### src/hdl/osmc_pkg.sv
// Package: shared types and constants for the obstacle-stop mode controller.
package osmc_pkg;

  localparam int DistW  = 16;
  localparam int CountW = 4;
  localparam int CmdW   = 3;
  localparam int CfgIdxW = 3;

  localparam logic [CountW-1:0] CountMax = '1;

  localparam logic [DistW-1:0]  StopDistRst   = 16'd180;
  localparam logic [DistW-1:0]  ClearDistRst  = 16'd230;
  localparam logic [CountW-1:0] ConfirmNeedRst = 4'd3;
  localparam logic [CountW-1:0] ClearNeedRst  = 4'd2;
  localparam logic [DistW-1:0]  ReportDeltaRst = 16'd10;

  typedef enum logic [1:0] {
    MODE_MANUAL   = 2'd0,
    MODE_TRACKING = 2'd1,
    MODE_OBSTACLE = 2'd2,
    MODE_WAIT     = 2'd3
  } mode_t;

  typedef enum logic [CmdW-1:0] {
    CMD_SAMPLE     = 3'd0,
    CMD_TRACK_ON   = 3'd1,
    CMD_MANUAL     = 3'd2,
    CMD_CONTINUE   = 3'd3,
    CMD_HOLD       = 3'd4,
    CMD_TRACK_HOLD = 3'd5
  } cmd_t;

  typedef enum logic [CfgIdxW-1:0] {
    REG_STOP_DIST    = 3'd0,
    REG_CLEAR_DIST   = 3'd1,
    REG_CONFIRM_NEED = 3'd2,
    REG_CLEAR_NEED   = 3'd3,
    REG_REPORT_DELTA = 3'd4
  } reg_idx_t;

  typedef struct packed {
    logic [DistW-1:0]  stop_distance;
    logic [DistW-1:0]  clear_distance;
    logic [CountW-1:0] confirm_needed;
    logic [CountW-1:0] clear_needed;
    logic [DistW-1:0]  report_delta;
  } cfg_t;

  typedef struct packed {
    mode_t             mode;
    logic [CountW-1:0] confirm_cnt;
    logic [CountW-1:0] clear_cnt;
    logic [DistW-1:0]  last_dist;
    logic              last_dist_known;
    logic [2:0]        last_line;
    logic              last_line_known;
  } state_t;

  typedef struct packed {
    logic [CmdW-1:0]  cmd;
    logic [DistW-1:0] range_mm;
    logic             line_left;
    logic             line_mid;
    logic             line_right;
  } item_t;

  typedef struct packed {
    mode_t            mode;
    logic             force_stop;
    logic             distance_report_valid;
    logic [DistW-1:0] distance_report;
    logic             line_report_valid;
    logic             report_left;
    logic             report_mid;
    logic             report_right;
    logic             obstacle_event;
    logic [DistW-1:0] obstacle_distance;
    logic             clear_event;
    logic             error;
  } result_t;

endpackage

### src/hdl/osmc_if.sv
// Interfaces: input item channel and result channel with valid/ready handshake.
interface osmc_in_if;
  logic        valid;
  logic        ready;
  logic [2:0]  cmd;
  logic [15:0] range_mm;
  logic        line_left;
  logic        line_mid;
  logic        line_right;

  modport source (output valid, cmd, range_mm, line_left, line_mid, line_right,
                  input ready);
  modport sink   (input valid, cmd, range_mm, line_left, line_mid, line_right,
                  output ready);
endinterface

interface osmc_out_if;
  logic        valid;
  logic        ready;
  logic [1:0]  mode;
  logic        force_stop;
  logic        distance_report_valid;
  logic [15:0] distance_report;
  logic        line_report_valid;
  logic        report_left;
  logic        report_mid;
  logic        report_right;
  logic        obstacle_event;
  logic [15:0] obstacle_distance;
  logic        clear_event;
  logic        error;

  modport source (output valid, mode, force_stop, distance_report_valid, distance_report,
                  line_report_valid, report_left, report_mid, report_right,
                  obstacle_event, obstacle_distance, clear_event, error,
                  input ready);
  modport sink   (input valid, mode, force_stop, distance_report_valid, distance_report,
                  line_report_valid, report_left, report_mid, report_right,
                  obstacle_event, obstacle_distance, clear_event, error,
                  output ready);
endinterface

### src/hdl/osmc_step.sv
// Step logic: next controller state and result for one item.
module osmc_step (
  input  osmc_pkg::cfg_t    cfg,
  input  osmc_pkg::state_t  st,
  input  osmc_pkg::item_t   item,
  output osmc_pkg::state_t  st_nxt,
  output osmc_pkg::result_t res
);
  import osmc_pkg::*;

  logic [CountW-1:0] conf_base;
  logic [CountW-1:0] clr_base;
  logic [CountW-1:0] conf_inc;
  logic [CountW-1:0] clr_inc;
  logic [DistW-1:0]  gap;
  logic [2:0]        bits;
  logic              dist_zero;
  logic              active;
  logic              dist_rep;
  logic              line_rep;

  always_comb begin
    // Counter housekeeping done before the command is applied
    conf_base = (st.mode != MODE_TRACKING) ? '0 : st.confirm_cnt;
    clr_base  = (st.mode == MODE_MANUAL || st.mode == MODE_WAIT) ? '0 : st.clear_cnt;
    conf_inc  = (conf_base == CountMax) ? CountMax : conf_base + 1'b1;
    clr_inc   = (clr_base == CountMax) ? CountMax : clr_base + 1'b1;
    gap       = (item.range_mm >= st.last_dist) ? item.range_mm - st.last_dist
                                                : st.last_dist - item.range_mm;
    bits      = {item.line_left, item.line_mid, item.line_right};
    dist_zero = (item.range_mm == '0);
    active    = (st.mode == MODE_TRACKING) || (st.mode == MODE_OBSTACLE);
    dist_rep  = !st.last_dist_known || dist_zero || (st.last_dist == '0) ||
                (gap >= cfg.report_delta);
    line_rep  = !st.last_line_known || (bits != st.last_line);

    st_nxt             = st;
    st_nxt.confirm_cnt = conf_base;
    st_nxt.clear_cnt   = clr_base;
    res                = '0;

    case (cmd_t'(item.cmd))
      CMD_SAMPLE: begin
        if (active) begin
          if (dist_rep) begin
            res.distance_report_valid = 1'b1;
            res.distance_report       = item.range_mm;
            st_nxt.last_dist          = item.range_mm;
            st_nxt.last_dist_known    = 1'b1;
          end
          if (line_rep) begin
            res.line_report_valid  = 1'b1;
            res.report_left        = item.line_left;
            res.report_mid         = item.line_mid;
            res.report_right       = item.line_right;
            st_nxt.last_line       = bits;
            st_nxt.last_line_known = 1'b1;
          end
          if (st.mode == MODE_OBSTACLE) begin
            res.force_stop = 1'b1;
            if (dist_zero || item.range_mm >= cfg.clear_distance) begin
              // a needed count of zero behaves as one since clr_inc is never zero
              if (clr_inc >= cfg.clear_needed) begin
                st_nxt.mode        = MODE_TRACKING;
                st_nxt.confirm_cnt = '0;
                st_nxt.clear_cnt   = '0;
                res.clear_event    = 1'b1;
              end else begin
                st_nxt.clear_cnt = clr_inc;
              end
            end else begin
              st_nxt.clear_cnt = '0;
            end
          end else if (!dist_zero && item.range_mm <= cfg.stop_distance) begin
            if (conf_inc >= cfg.confirm_needed) begin
              st_nxt.mode           = MODE_OBSTACLE;
              st_nxt.confirm_cnt    = '0;
              st_nxt.clear_cnt      = '0;
              res.force_stop        = 1'b1;
              res.obstacle_event    = 1'b1;
              res.obstacle_distance = item.range_mm;
            end else begin
              st_nxt.confirm_cnt = conf_inc;
            end
          end else begin
            st_nxt.confirm_cnt = '0;
            st_nxt.clear_cnt   = '0;
          end
        end
      end
      CMD_TRACK_ON: begin
        st_nxt.mode        = MODE_TRACKING;
        st_nxt.confirm_cnt = '0;
        st_nxt.clear_cnt   = '0;
      end
      CMD_MANUAL: begin
        st_nxt.mode = MODE_MANUAL;
      end
      CMD_CONTINUE: begin
        if (st.mode == MODE_WAIT) begin
          st_nxt.mode        = MODE_TRACKING;
          st_nxt.confirm_cnt = '0;
          st_nxt.clear_cnt   = '0;
        end else begin
          res.error = 1'b1;
        end
      end
      CMD_HOLD: begin
        st_nxt.mode    = MODE_WAIT;
        res.force_stop = 1'b1;
      end
      CMD_TRACK_HOLD: begin
        if (st.mode == MODE_TRACKING) begin
          st_nxt.mode    = MODE_WAIT;
          res.force_stop = 1'b1;
        end
      end
      default: begin
      end
    endcase

    res.mode = st_nxt.mode;
  end

endmodule

### src/hdl/obstacle_stop_mode_controller_core.sv
// Top level: obstacle-stop mode controller with input and result registers.
// Path: an input transfer loads the input register; the step logic then loads the
// result register and updates the controller state once the result side has room.
// Throughput: one item per cycle unless stalled; the state update loops through the
// step logic. Stalls on the result side back up through the two registers.
// Reset (rst_n low, synchronous): manual mode, counters and report history cleared,
// configuration registers back to their defaults, both stages empty.
module obstacle_stop_mode_controller_core (
  input  logic                           clk,
  input  logic                           rst_n,
  osmc_in_if.sink                        in_ch,
  osmc_out_if.source                     out_ch,
  input  logic                           cfg_we,
  input  logic [osmc_pkg::CfgIdxW-1:0]   cfg_index,
  input  logic [osmc_pkg::DistW-1:0]     cfg_wdata
);
  import osmc_pkg::*;

  cfg_t    cfg_r;
  state_t  st_r;
  state_t  st_nxt;
  item_t   item_r;
  logic    item_valid_r;
  result_t res_nxt;
  result_t res_r;
  logic    out_valid_r;
  logic    advance;
  logic    in_xfer;

  assign advance     = item_valid_r && (!out_valid_r || out_ch.ready);
  assign in_ch.ready = !item_valid_r || advance;
  assign in_xfer     = in_ch.valid && in_ch.ready;

  osmc_step u_step (
    .cfg    (cfg_r),
    .st     (st_r),
    .item   (item_r),
    .st_nxt (st_nxt),
    .res    (res_nxt)
  );

  always_ff @(posedge clk) begin
    if (!rst_n) begin
      cfg_r.stop_distance  <= StopDistRst;
      cfg_r.clear_distance <= ClearDistRst;
      cfg_r.confirm_needed <= ConfirmNeedRst;
      cfg_r.clear_needed   <= ClearNeedRst;
      cfg_r.report_delta   <= ReportDeltaRst;
    end else if (cfg_we) begin
      case (reg_idx_t'(cfg_index))
        REG_STOP_DIST:    cfg_r.stop_distance  <= cfg_wdata;
        REG_CLEAR_DIST:   cfg_r.clear_distance <= cfg_wdata;
        REG_CONFIRM_NEED: cfg_r.confirm_needed <= cfg_wdata[CountW-1:0];
        REG_CLEAR_NEED:   cfg_r.clear_needed   <= cfg_wdata[CountW-1:0];
        REG_REPORT_DELTA: cfg_r.report_delta   <= cfg_wdata;
        default: begin
        end
      endcase
    end
  end

  always_ff @(posedge clk) begin
    if (!rst_n) begin
      st_r         <= '0;
      item_valid_r <= 1'b0;
      out_valid_r  <= 1'b0;
    end else begin
      if (in_xfer) begin
        item_valid_r <= 1'b1;
      end else if (advance) begin
        item_valid_r <= 1'b0;
      end
      if (advance) begin
        st_r        <= st_nxt;
        out_valid_r <= 1'b1;
      end else if (out_ch.ready) begin
        out_valid_r <= 1'b0;
      end
    end
  end

  // payload registers, no reset needed
  always_ff @(posedge clk) begin
    if (in_xfer) begin
      item_r.cmd        <= in_ch.cmd;
      item_r.range_mm   <= in_ch.range_mm;
      item_r.line_left  <= in_ch.line_left;
      item_r.line_mid   <= in_ch.line_mid;
      item_r.line_right <= in_ch.line_right;
    end
    if (advance) begin
      res_r <= res_nxt;
    end
  end

  assign out_ch.valid                 = out_valid_r;
  assign out_ch.mode                  = res_r.mode;
  assign out_ch.force_stop            = res_r.force_stop;
  assign out_ch.distance_report_valid = res_r.distance_report_valid;
  assign out_ch.distance_report       = res_r.distance_report;
  assign out_ch.line_report_valid     = res_r.line_report_valid;
  assign out_ch.report_left           = res_r.report_left;
  assign out_ch.report_mid            = res_r.report_mid;
  assign out_ch.report_right          = res_r.report_right;
  assign out_ch.obstacle_event        = res_r.obstacle_event;
  assign out_ch.obstacle_distance     = res_r.obstacle_distance;
  assign out_ch.clear_event           = res_r.clear_event;
  assign out_ch.error                 = res_r.error;

endmodule
### src/flat_wrapper.sv
// flat-port wrapper written by rule: the top's interface ports become plain ports
module obstacle_stop_mode_controller_core_flat import osmc_pkg::*;
  (clk, rst_n, cfg_we, cfg_index, cfg_wdata, in_ch_valid, in_ch_cmd, in_ch_range_mm, in_ch_line_left, in_ch_line_mid, in_ch_line_right, in_ch_ready, out_ch_valid, out_ch_mode, out_ch_force_stop, out_ch_distance_report_valid, out_ch_distance_report, out_ch_line_report_valid, out_ch_report_left, out_ch_report_mid, out_ch_report_right, out_ch_obstacle_event, out_ch_obstacle_distance, out_ch_clear_event, out_ch_error, out_ch_ready);
  osmc_in_if in_ch_i ();
  osmc_out_if out_ch_i ();
  input  logic clk;
  input  logic rst_n;
  input  logic cfg_we;
  input  logic [osmc_pkg::CfgIdxW-1:0] cfg_index;
  input  logic [osmc_pkg::DistW-1:0] cfg_wdata;
  input wire logic [$bits(in_ch_i.valid)-1:0] in_ch_valid;
  input wire logic [$bits(in_ch_i.cmd)-1:0] in_ch_cmd;
  input wire logic [$bits(in_ch_i.range_mm)-1:0] in_ch_range_mm;
  input wire logic [$bits(in_ch_i.line_left)-1:0] in_ch_line_left;
  input wire logic [$bits(in_ch_i.line_mid)-1:0] in_ch_line_mid;
  input wire logic [$bits(in_ch_i.line_right)-1:0] in_ch_line_right;
  output wire logic [$bits(in_ch_i.ready)-1:0] in_ch_ready;
  output wire logic [$bits(out_ch_i.valid)-1:0] out_ch_valid;
  output wire logic [$bits(out_ch_i.mode)-1:0] out_ch_mode;
  output wire logic [$bits(out_ch_i.force_stop)-1:0] out_ch_force_stop;
  output wire logic [$bits(out_ch_i.distance_report_valid)-1:0] out_ch_distance_report_valid;
  output wire logic [$bits(out_ch_i.distance_report)-1:0] out_ch_distance_report;
  output wire logic [$bits(out_ch_i.line_report_valid)-1:0] out_ch_line_report_valid;
  output wire logic [$bits(out_ch_i.report_left)-1:0] out_ch_report_left;
  output wire logic [$bits(out_ch_i.report_mid)-1:0] out_ch_report_mid;
  output wire logic [$bits(out_ch_i.report_right)-1:0] out_ch_report_right;
  output wire logic [$bits(out_ch_i.obstacle_event)-1:0] out_ch_obstacle_event;
  output wire logic [$bits(out_ch_i.obstacle_distance)-1:0] out_ch_obstacle_distance;
  output wire logic [$bits(out_ch_i.clear_event)-1:0] out_ch_clear_event;
  output wire logic [$bits(out_ch_i.error)-1:0] out_ch_error;
  input wire logic [$bits(out_ch_i.ready)-1:0] out_ch_ready;
  assign in_ch_i.valid = in_ch_valid;
  assign in_ch_i.cmd = in_ch_cmd;
  assign in_ch_i.range_mm = in_ch_range_mm;
  assign in_ch_i.line_left = in_ch_line_left;
  assign in_ch_i.line_mid = in_ch_line_mid;
  assign in_ch_i.line_right = in_ch_line_right;
  assign in_ch_ready = in_ch_i.ready;
  assign out_ch_valid = out_ch_i.valid;
  assign out_ch_mode = out_ch_i.mode;
  assign out_ch_force_stop = out_ch_i.force_stop;
  assign out_ch_distance_report_valid = out_ch_i.distance_report_valid;
  assign out_ch_distance_report = out_ch_i.distance_report;
  assign out_ch_line_report_valid = out_ch_i.line_report_valid;
  assign out_ch_report_left = out_ch_i.report_left;
  assign out_ch_report_mid = out_ch_i.report_mid;
  assign out_ch_report_right = out_ch_i.report_right;
  assign out_ch_obstacle_event = out_ch_i.obstacle_event;
  assign out_ch_obstacle_distance = out_ch_i.obstacle_distance;
  assign out_ch_clear_event = out_ch_i.clear_event;
  assign out_ch_error = out_ch_i.error;
  assign out_ch_i.ready = out_ch_ready;
  obstacle_stop_mode_controller_core u_core (.clk(clk), .rst_n(rst_n), .in_ch(in_ch_i), .out_ch(out_ch_i), .cfg_we(cfg_we), .cfg_index(cfg_index), .cfg_wdata(cfg_wdata));
endmodule
### config.mk
export PLATFORM = sky130hd
export DESIGN_NAME = obstacle_stop_mode_controller_core_flat
export DESIGN_NICKNAME = d
export VERILOG_FILES = /design/src/hdl/osmc_pkg.sv /design/src/hdl/osmc_if.sv /design/src/hdl/osmc_step.sv /design/src/hdl/obstacle_stop_mode_controller_core.sv /design/src/flat_wrapper.sv
export SDC_FILE = /design/constraint.sdc
export NUM_CORES = 1
export LEC_CHECK = 0
export BUFFER_PORTS_ARGS = -buffer_cell sky130_fd_sc_hd__buf_2
export CORE_ASPECT_RATIO = 0.75
export CORE_MARGIN = 2
export CORE_UTILIZATION = 50
export CTS_CLUSTER_SIZE = 25
export DETAILED_ROUTE_END_ITERATION = 10
export PLACE_DENSITY = 0.65
export SLEW_MARGIN = 15
export SYNTH_ARGS = -nofsm -noshare
export SYNTH_HDL_FRONTEND = slang
export SYNTH_HIERARCHICAL = 1
export SYNTH_SLANG_ARGS = --single-unit
### constraint.sdc
create_clock -name clk -period 8.6 [get_ports clk]
set_input_delay 1.72 -clock clk [delete_from_list [all_inputs] [get_ports clk]]
set_output_delay 1.72 -clock clk [all_outputs]
set_load 0.02 [all_outputs]
Word-level counts from Yosys, hierarchy flattened --
Index checks and enable logic that the tools add are counted.
Cells by class: $lt $le $gt $ge 6, reductions and logical operators 37, mux-type cells 41, add/sub/neg operators 4, bitwise logic cells 4, equal/unequal tests 16
Operators by type and width (number):
- $mux W17 | 5
- $ge A16 B16 Y1 | 3
- $mux W4 | 10
- $mux W40 | 1
- $logic_not A16 Y1 | 2
- $sub A16 B16 Y16 | 2
- $mux W31 | 1
- $pmux W8 S3 | 1
- $mux W10 | 2
- $le A16 B16 Y1 | 1
- $mux W16 | 1
- $eq A3 B2 Y1 const B | 4
- $mux W1 | 12
- $mux W6 | 2
- $pmux W2 S6 | 1
- $reduce_and A2 Y1 | 6
- $reduce_and A4 Y1 | 3
- $eq A3 B3 Y1 const B | 3
- $logic_or A1 B1 Y1 | 9
- $add A4 B1 Y4 const B | 2
- $eq A4 B4 Y1 const B | 2
- $ge A4 B4 Y1 | 2
- $mux W8 | 1
- $eq A3 B1 Y1 const B | 2
- 15 further kinds | 30
Word-level totals: bits of input ports 46, register bits after elaboration 154

Depth between registers and ports, before layout --
Gate-level depths: netlist (run 1).
word-level depth 11, mapped depth 24, gate-level depth less buffers 21

By module --
The synthesis (run 1) kept the hierarchy.
Modules (own cells, without submodules):
- obstacle_stop_mode_controller_core | area an instance 5178.7 um2, seq. area each 3733.6 um2, instances 1, cells an instance 416
- osmc_step | area an instance 4249.1 um2, seq. area each 0.0 um2, instances 1, cells an instance 601

Worst setup path before layout (run 1) --
Ideal clock, no wire load.
kind flip-flop to flip-flop, start register u_core/item_r[3] in the netlist's numbering, end register u_core/st_r[10] in the netlist's numbering, data required time 8.528 ns, slack 4.540 ns, path buffers 3, arrival time 3.989 ns, stages on the path, launching flop included 23, library setup time 0.072 ns, period minus slack after synthesis 4.060 ns, cell sequence edfxtp_1 > inv_1 > ha_1 > inv_1 > fa_1 > a21oi_1 > o221ai_2 > nand2_1 > a221o_1 > buf_6 > buf_6 > o21ai_0 > o21ai_1 > xor2_1 > ha_1 > a21o_1 > a2111oi_0 > o21ai_0 > a31oi_4 > buf_6 > mux2i_1 > nand2_1 > mux2i_1
On the way: longest elaborated chain between the ends 5, elaborated cells on any way between the ends 10, classes of those cells 2 x add/sub; 2 x order compare; 1 x mux; 5 x reduce/logical
Ends and longest elaborated chain:
- from (decl) | RTL line obstacle_stop_mode_controller_core.sv:22 | item_t item_r;
- $sub A16 B16 Y16, or another cell as far along | RTL line osmc_step.sv:29 | : st.last_dist - item.range_mm;
- $mux W16 or $logic_or A1 B1 Y1 (tied branches) | RTL line osmc_step.sv:28, osmc_step.sv:33
- $ge A16 B16 Y1 or $logic_or A1 B1 Y1 (tied branches) | RTL line osmc_step.sv:34, osmc_step.sv:33
- $logic_or A1 B1 Y1 * | RTL line osmc_step.sv:33 | dist_rep = !st.last_dist_known || dist_zero || (st.last_dist == '0) ||
- $reduce_and A4 Y1 (no line) *
- to (signal assigned) | RTL line obstacle_stop_mode_controller_core.sv:74 | st_r <= st_nxt;
- to (decl) | RTL line obstacle_stop_mode_controller_core.sv:20 | state_t st_r;
Mark *: on every way between the ends. The rest lies on a longest branch, timed or not. A chain may end at the register's enable or synchronous reset.

Worst setup path in the final report (run 1) --
start register u_core/item_r[3] in the netlist's numbering, end register u_core/st_r[9] in the netlist's numbering
The elaborated chain is that of the path after synthesis.

==> results of run 1 <==
==> cells in the mapped netlist (8+ instances only) <==
cell      instances  area [um^2]
nor2b_1          14         87.6
nand3_1          54          270
dfxtp_1          89         1780
xnor2_1          10         87.6
nand4_1          12         75.1
nor2_1           37          139
o21ai_1          19         95.1
nand2_1         125          469
ha_1             94         1180
o22ai_1           9         56.3
buf_6             8         90.1
and2_1           23          144
mux2i_1          63          631
edfxtp_1         65         1950
a31oi_1           8         50.1
buf_4             9         67.6
nor3_1           12         60.1
nor4_1            8         50.1
o21ai_0          58          290
nand2b_1         14         87.6
clkbuf_1         21         78.8
buf_2             9         45.0
a21o_1           25          188
a21oi_1          34          170
inv_1           101          379
==> per-layer routing <==
| layer | up-vias | share of wire |
|---|---|---|
| met5 | - | 0 |
| met4 | 0 | 0.012 |
| met3 | 18 | 0.070 |
| met2 | 265 | 0.40 |
| met1 | 3447 | 0.52 |
| li1 | 3692 | - |
==> layout make-up <==
cell class                      count  area (um^2)
Inverter                          101          379
Timing Repair Buffer               95          490
Fill cell                        1702         7970
Tap cell                          247          309
Clock inverter                     15          179
Clock buffer                       17          425
Sequential cell                   154         3730
Multi-Input combinational cell    709         5020
==> worst max-delay path, cell delays in order (launching register included) <==
cell,delay [ps]
edfxtp_1,430
inv_1,180
ha_1,210
inv_1,60
fa_1,380
a21oi_1,260
o221ai_2,150
nand2_1,150
a221o_1,880
o21ai_0,280
o21ai_1,170
xor2_1,180
ha_1,280
a21o_1,170
a2111oi_0,380
o21ai_0,190
a31oi_4,580
buf_4,370
mux2i_1,210
nand2_1,60
mux2i_1,170
==> sequential cells by signal, indices dropped and copies added (netlist names), 2 cells and up <==
signal and flops:
u_core/cfg_r 56, u_core/item_r 22, u_core/out_ch.distance_report 16, u_core/out_ch.mode 2, u_core/out_ch.obstacle_distance 16, u_core/st_r 31
==> cell families after synthesis <==
logic type,share of synthesized area
DFF,0.396
buffers and inverters,0.0726
xor gates and xnor gates,0.0158
adders and majority gates,0.129
AOI/OAI and AO/OA,0.143
muxes,0.0729
and+or+nand+nor,0.171
==> cell usage in the layout (no fill, tap or decap), drive strengths merged, types with 5 or more instances in the layout <==
| cell | n |
|---|---|
| nor2b | 15 |
| a211oi | 7 |
| nand2b | 14 |
| dfxtp | 89 |
| clkinv | 9 |
| a2111oi | 5 |
| a31oi | 10 |
| ha | 94 |
| nand2 | 125 |
| nor3 | 13 |
| a21oi | 34 |
| nand3 | 55 |
| and2 | 23 |
| nor4 | 8 |
| xnor2 | 10 |
| mux2 | 5 |
| buf | 95 |
| o21ai | 77 |
| nor2 | 37 |
| nand4 | 12 |
| clkbuf | 17 |
| a21o | 25 |
| o31ai | 5 |
| edfxtp | 65 |
| o211ai | 5 |
| xor2 | 7 |
| mux2i | 63 |
| o22ai | 9 |
| inv | 107 |
==> path summary, 6_finish.rpt <==
path                          from               end  slack [ps]
setup / recovery  u_core/item_r[3]    u_core/st_r[9]        2750
hold / removal    u_core/cfg_r[41]  u_core/cfg_r[41]         460
setup reg to reg  u_core/item_r[3]    u_core/st_r[9]        2750
hold reg to reg   u_core/cfg_r[41]  u_core/cfg_r[41]         460
==> power breakdown <==
part	total (mW)	switching (mW)	internal (mW)
Combinational	0.215	0.132	0.0839
Clock	0.752	0.359	0.393
Sequential	0.806	0.0226	0.783
Total	1.77	0.514	1.26
==> through the flow <==
| stage | setup slack, ps | total power [mW] | cells | cell area (um^2) | hold WS (ps) |
|---|---|---|---|---|---|
| after detailed placement | 2870 | 1.03 | 1306 | 9930 | 451 |
| after CTS | 2850 | 1.79 | 1338 | 10500 | 461 |
| after global routing | 2410 | 1.85 | 1338 | 10500 | 478 |
| after floorplan | 4540 | 0.973 | 1017 | 9430 | 437 |
| final | 2750 | 1.77 | 1338 | 10500 | 458 |
| after global placement | 3130 | 1.03 | 1306 | 9930 | 447 |
==> metrics.txt, run 1 <==
wirelength, routed=between 20000 and 25000 um; clk slew on worst S/H paths=70 ps; hold buffers post-CTS=0; layout cells sized above 1=0.138; syn avg cell area=9.27 um^2; Worst EP arrival=6200 ps; YS warnings=6; most used routing layer=met1; gpl congestion=a little under 0.9; vias in the first global route=6603; post-cts resize count=0; die area=between 0.015 and 0.02 mm^2; Req. time, crit path=8950 ps; die width=163 um; Initial Utilization=0.509; Setup CP Type=flop to flop; postcts setup bufs=0; Final nets=about 1200; Synthesized Nets=roughly 1200; min Tclk post-route=roughly 5800 ps; post-DR wirelength/cell=16.9 um; gr ovfl total=0; HPWL Detailed=16200 um; Max FO, Critical Path=26; Iteration-0 DRC Markers=just over 600; CTS tree=built; H-tree levels=4; Tot GR Track Use=0.231; Row Count=43; largest vdd supply drop=0.107 mV; Pleak=4.57 nW; Residual DRC=0; Final setup viols=0; R2R depth=20; IO Port Bufs=90; met1 usage=0.355; CP Launch Type=flop; Post-synth EDFFs=65; CTS Sinks=about 150; initial antenna violation count=0; final worst-path cycle share=0.680; RSZ-0062 raised after global routing=no; Fmax=0.171 GHz; Seq/Total Area, Yosys=0.396; fin util=0.569; FF+latch count, synth=about 150; DR vias/cell=5.55; final antenna-violating net count=0; Max Cap Viol=0; clk buf depth=2; Setup Skew=approximately 11 ps; core footprint=0.0185 mm^2; CP Capture Type=flop; largest net degree at the start of global routing=87; Mapped Cells=1017; Top Ports=between 90 and 100; FFs w/ async S/R, synth=0; status=completed; Final Hold Viols=0; pwr/cell area=168 mW/mm^2; latest clock arrival within the worst-skew pair=430 ps; met3 GRT Util=0.0517; headroom to the max-slew limit=0.236; via count=7422; first-pass GRT wire length=35600 um; Num CTS Buffers=17; Antenna Cells=0; Slew Viols, Final=0; Least-Margin Pin Slew=1150 ps; Mapped Area=about 0.0094 mm^2; hold crit path type=flop to flop; Yosys cell types=71; Most used DFF post-synth=dfxtp_1; worst hold stages=2; Root Buffer=clkbuf_16; TNS Setup=0 ps; Syn-to-layout area delta=11.7%; router iterations before antenna repair=5; global routing met2 resource utilization=0.327; Die Height=123 um
No activity file was read; power rests on OpenSTA's default activity.
==> run 2, diff against run 1 <==
Clock period 8.6 ns to 5.8 ns, I/O delays scaled along.
==> metrics.txt, run 2 (same netlist as run 1, synthesis figures left out) <==
via count=7419 (-0.040%); H-tree levels=4 (unchanged); critical path's top delay family=compound AO/OA/AOI/OAI gates; Slew Viols, Final=0 (unchanged); first-pass GRT wire length=35700 um (+0.27%); HPWL Detailed=16500 um (+1.4%); Setup CP Type=flop to flop; status=completed; Tot GR Track Use=0.234 (+0.00210); Die Height=123 um (unchanged); most flop-heavy register=u_core/cfg_r; initial antenna violation count=0 (unchanged); pwr/cell area=248 mW/mm^2 (+47%); Residual DRC=0 (unchanged); Final Hold Viols=0 (unchanged); final worst-path cycle share=0.880 (+0.200); Antenna Cells=0 (unchanged); Final nets=1226 (+0.49%); gr ovfl total=0 (unchanged); wirelength, routed=22800 um (+0.60%); final antenna-violating net count=0 (unchanged); Final Total Pwr=2.63 mW (+48%); hold crit path type=flop to flop; layout cells sized above 1=0.143 (+0.00471); CP Capture Type=flop; min Tclk post-route=5100 ps (-741 ps); vias in the first global route=6557 (-0.70%); Num CTS Buffers=17 (unchanged); Iteration-0 DRC Markers=695 (+12%); largest net degree at the start of global routing=84 (-3.4%); CP Launch Type=flop; CTS Sinks=154 (unchanged); clk buf depth=2 (unchanged); die area=0.0200 mm^2 (unchanged); clk slew on worst S/H paths=70 ps (about the same); Hold WS=461 ps (+2.97 ps); gpl congestion=0.942 (+5.5%); Root Buffer=clkbuf_16; Req. time, crit path=6140 ps (-2810 ps); core footprint=0.0185 mm^2 (unchanged); CP cell instances=inv_1, ha_1, inv_1, fa_1, a21oi_1, o221ai_2, nand2_1, a221o_1, buf_4, mux2i_1, xor2_1, ha_1, a21o_1, a21oi_1, nor2b_1, o21ai_0, o21ai_0, a31oi_4, buf_12, mux2i_1, nand2_1, mux2i_1; RSZ-0062 raised after global routing=no; IO Port Bufs=90 (unchanged); Worst EP arrival=5450 ps (-750 ps); Final setup viols=0 (unchanged); Setup Skew=14.5 ps (+3.12 ps); CP bufs+invs=4 (+1); die width=163 um (unchanged); Max FO, Critical Path=25 (-3.8%); Critical Path Most Common Cell=mux2i_1; Least-Margin Pin Slew=1140 ps (-6.40 ps); highest-count cells in the layout ignoring fill and taps=nand2_1 (125), inv_1 (101), ha_1 (94); TNS Setup=0 ps (unchanged); Worst path slowest cell=edfxtp_1; CTS tree=built; Top Ports=91 (unchanged); Initial Utilization=0.509 (unchanged); top flop regs=u_core/cfg_r: 56 flops, u_core/st_r: 31 flops, u_core/item_r: 22 flops; postcts setup bufs=0 (unchanged); Syn-to-layout area delta=12.2%; Max Cap Viol=0 (unchanged); headroom to the max-slew limit=0.241 (+0.00427); Fmax=0.196 GHz (+15%); router iterations before antenna repair=5 (unchanged); Pleak=4.60 nW (+0.63%); largest vdd supply drop=0.187 mV (+74%); Row Count=43 (unchanged); latest clock arrival within the worst-skew pair=430 ps (about the same); post-cts resize count=0 (unchanged); commonest non-fill, non-tap cell in the layout=nand2_1; DR vias/cell=5.52 (-0.49%); hold buffers post-CTS=0 (unchanged); number of flip-flops in the largest register=56 (unchanged); post-DR wirelength/cell=17.0 um (+0.15%); Crit path largest cell delay=430 ps (-450 ps)
run 2: cell type report:
type	instances	area, um^2
fillers	1675	7930
multi-input cells	709	5020
flip-flops and latches	154	3730
repair buffers	101	548
clock buffers	17	425
inverters	101	379
well taps	247	309
clock inverters	15	165
run 2: worst reg2reg max path, stage by stage, from the launching register on:
cell and delay [ps]:
edfxtp_1 430, inv_1 180, ha_1 210, inv_1 60, fa_1 400, a21oi_1 290, o221ai_2 150, nand2_1 130
a221o_1 400, buf_4 310, mux2i_1 250, xor2_1 190, ha_1 270, a21o_1 190, a21oi_1 140, nor2b_1 60
o21ai_0 130, o21ai_0 150, a31oi_4 400, buf_12 240, mux2i_1 220, nand2_1 70, mux2i_1 160
run 2: worst paths after layout:
| path | startpoint | to | slack, ps | cells after the start |
|---|---|---|---|---|
| hold reg to reg | u_core/cfg_r[55] | u_core/cfg_r[55] | 460 | 2 |
| hold / removal | u_core/cfg_r[55] | u_core/cfg_r[55] | 460 | 2 |
| setup reg to reg | u_core/item_r[3] | u_core/st_r[16] | 700 | 22 |
| setup / recovery | u_core/item_r[3] | u_core/st_r[16] | 700 | 22 |
run 2: stage by stage:
step / util / instance area [um^2] / worst slack, ps / std cells
after floorplan: - / 9430 / 1740 / 1017
after global placement: 0.540 / 9990 / 941 / 1312
after detailed placement: 0.540 / 9990 / 792 / 1312
after CTS: 0.572 / 10600 / 735 / 1344
after global routing: 0.572 / 10600 / 258 / 1344
final: 0.572 / 10600 / 695 / 1344
run 2: metal layers:
metal	GRT usage	up-vias	wire length, um
met4	0.0498	0	230
met2	0.330	246	9150
met5	0	-	0
li1	-	3702	-
met3	0.0507	18	1560
met1	0.363	3453	11800
run 2: power breakdown:
group	internal, mW	switching, mW
Sequential	1.16	0.0287
Clock	0.580	0.529
Combinational	0.128	0.200
Total	1.87	0.757
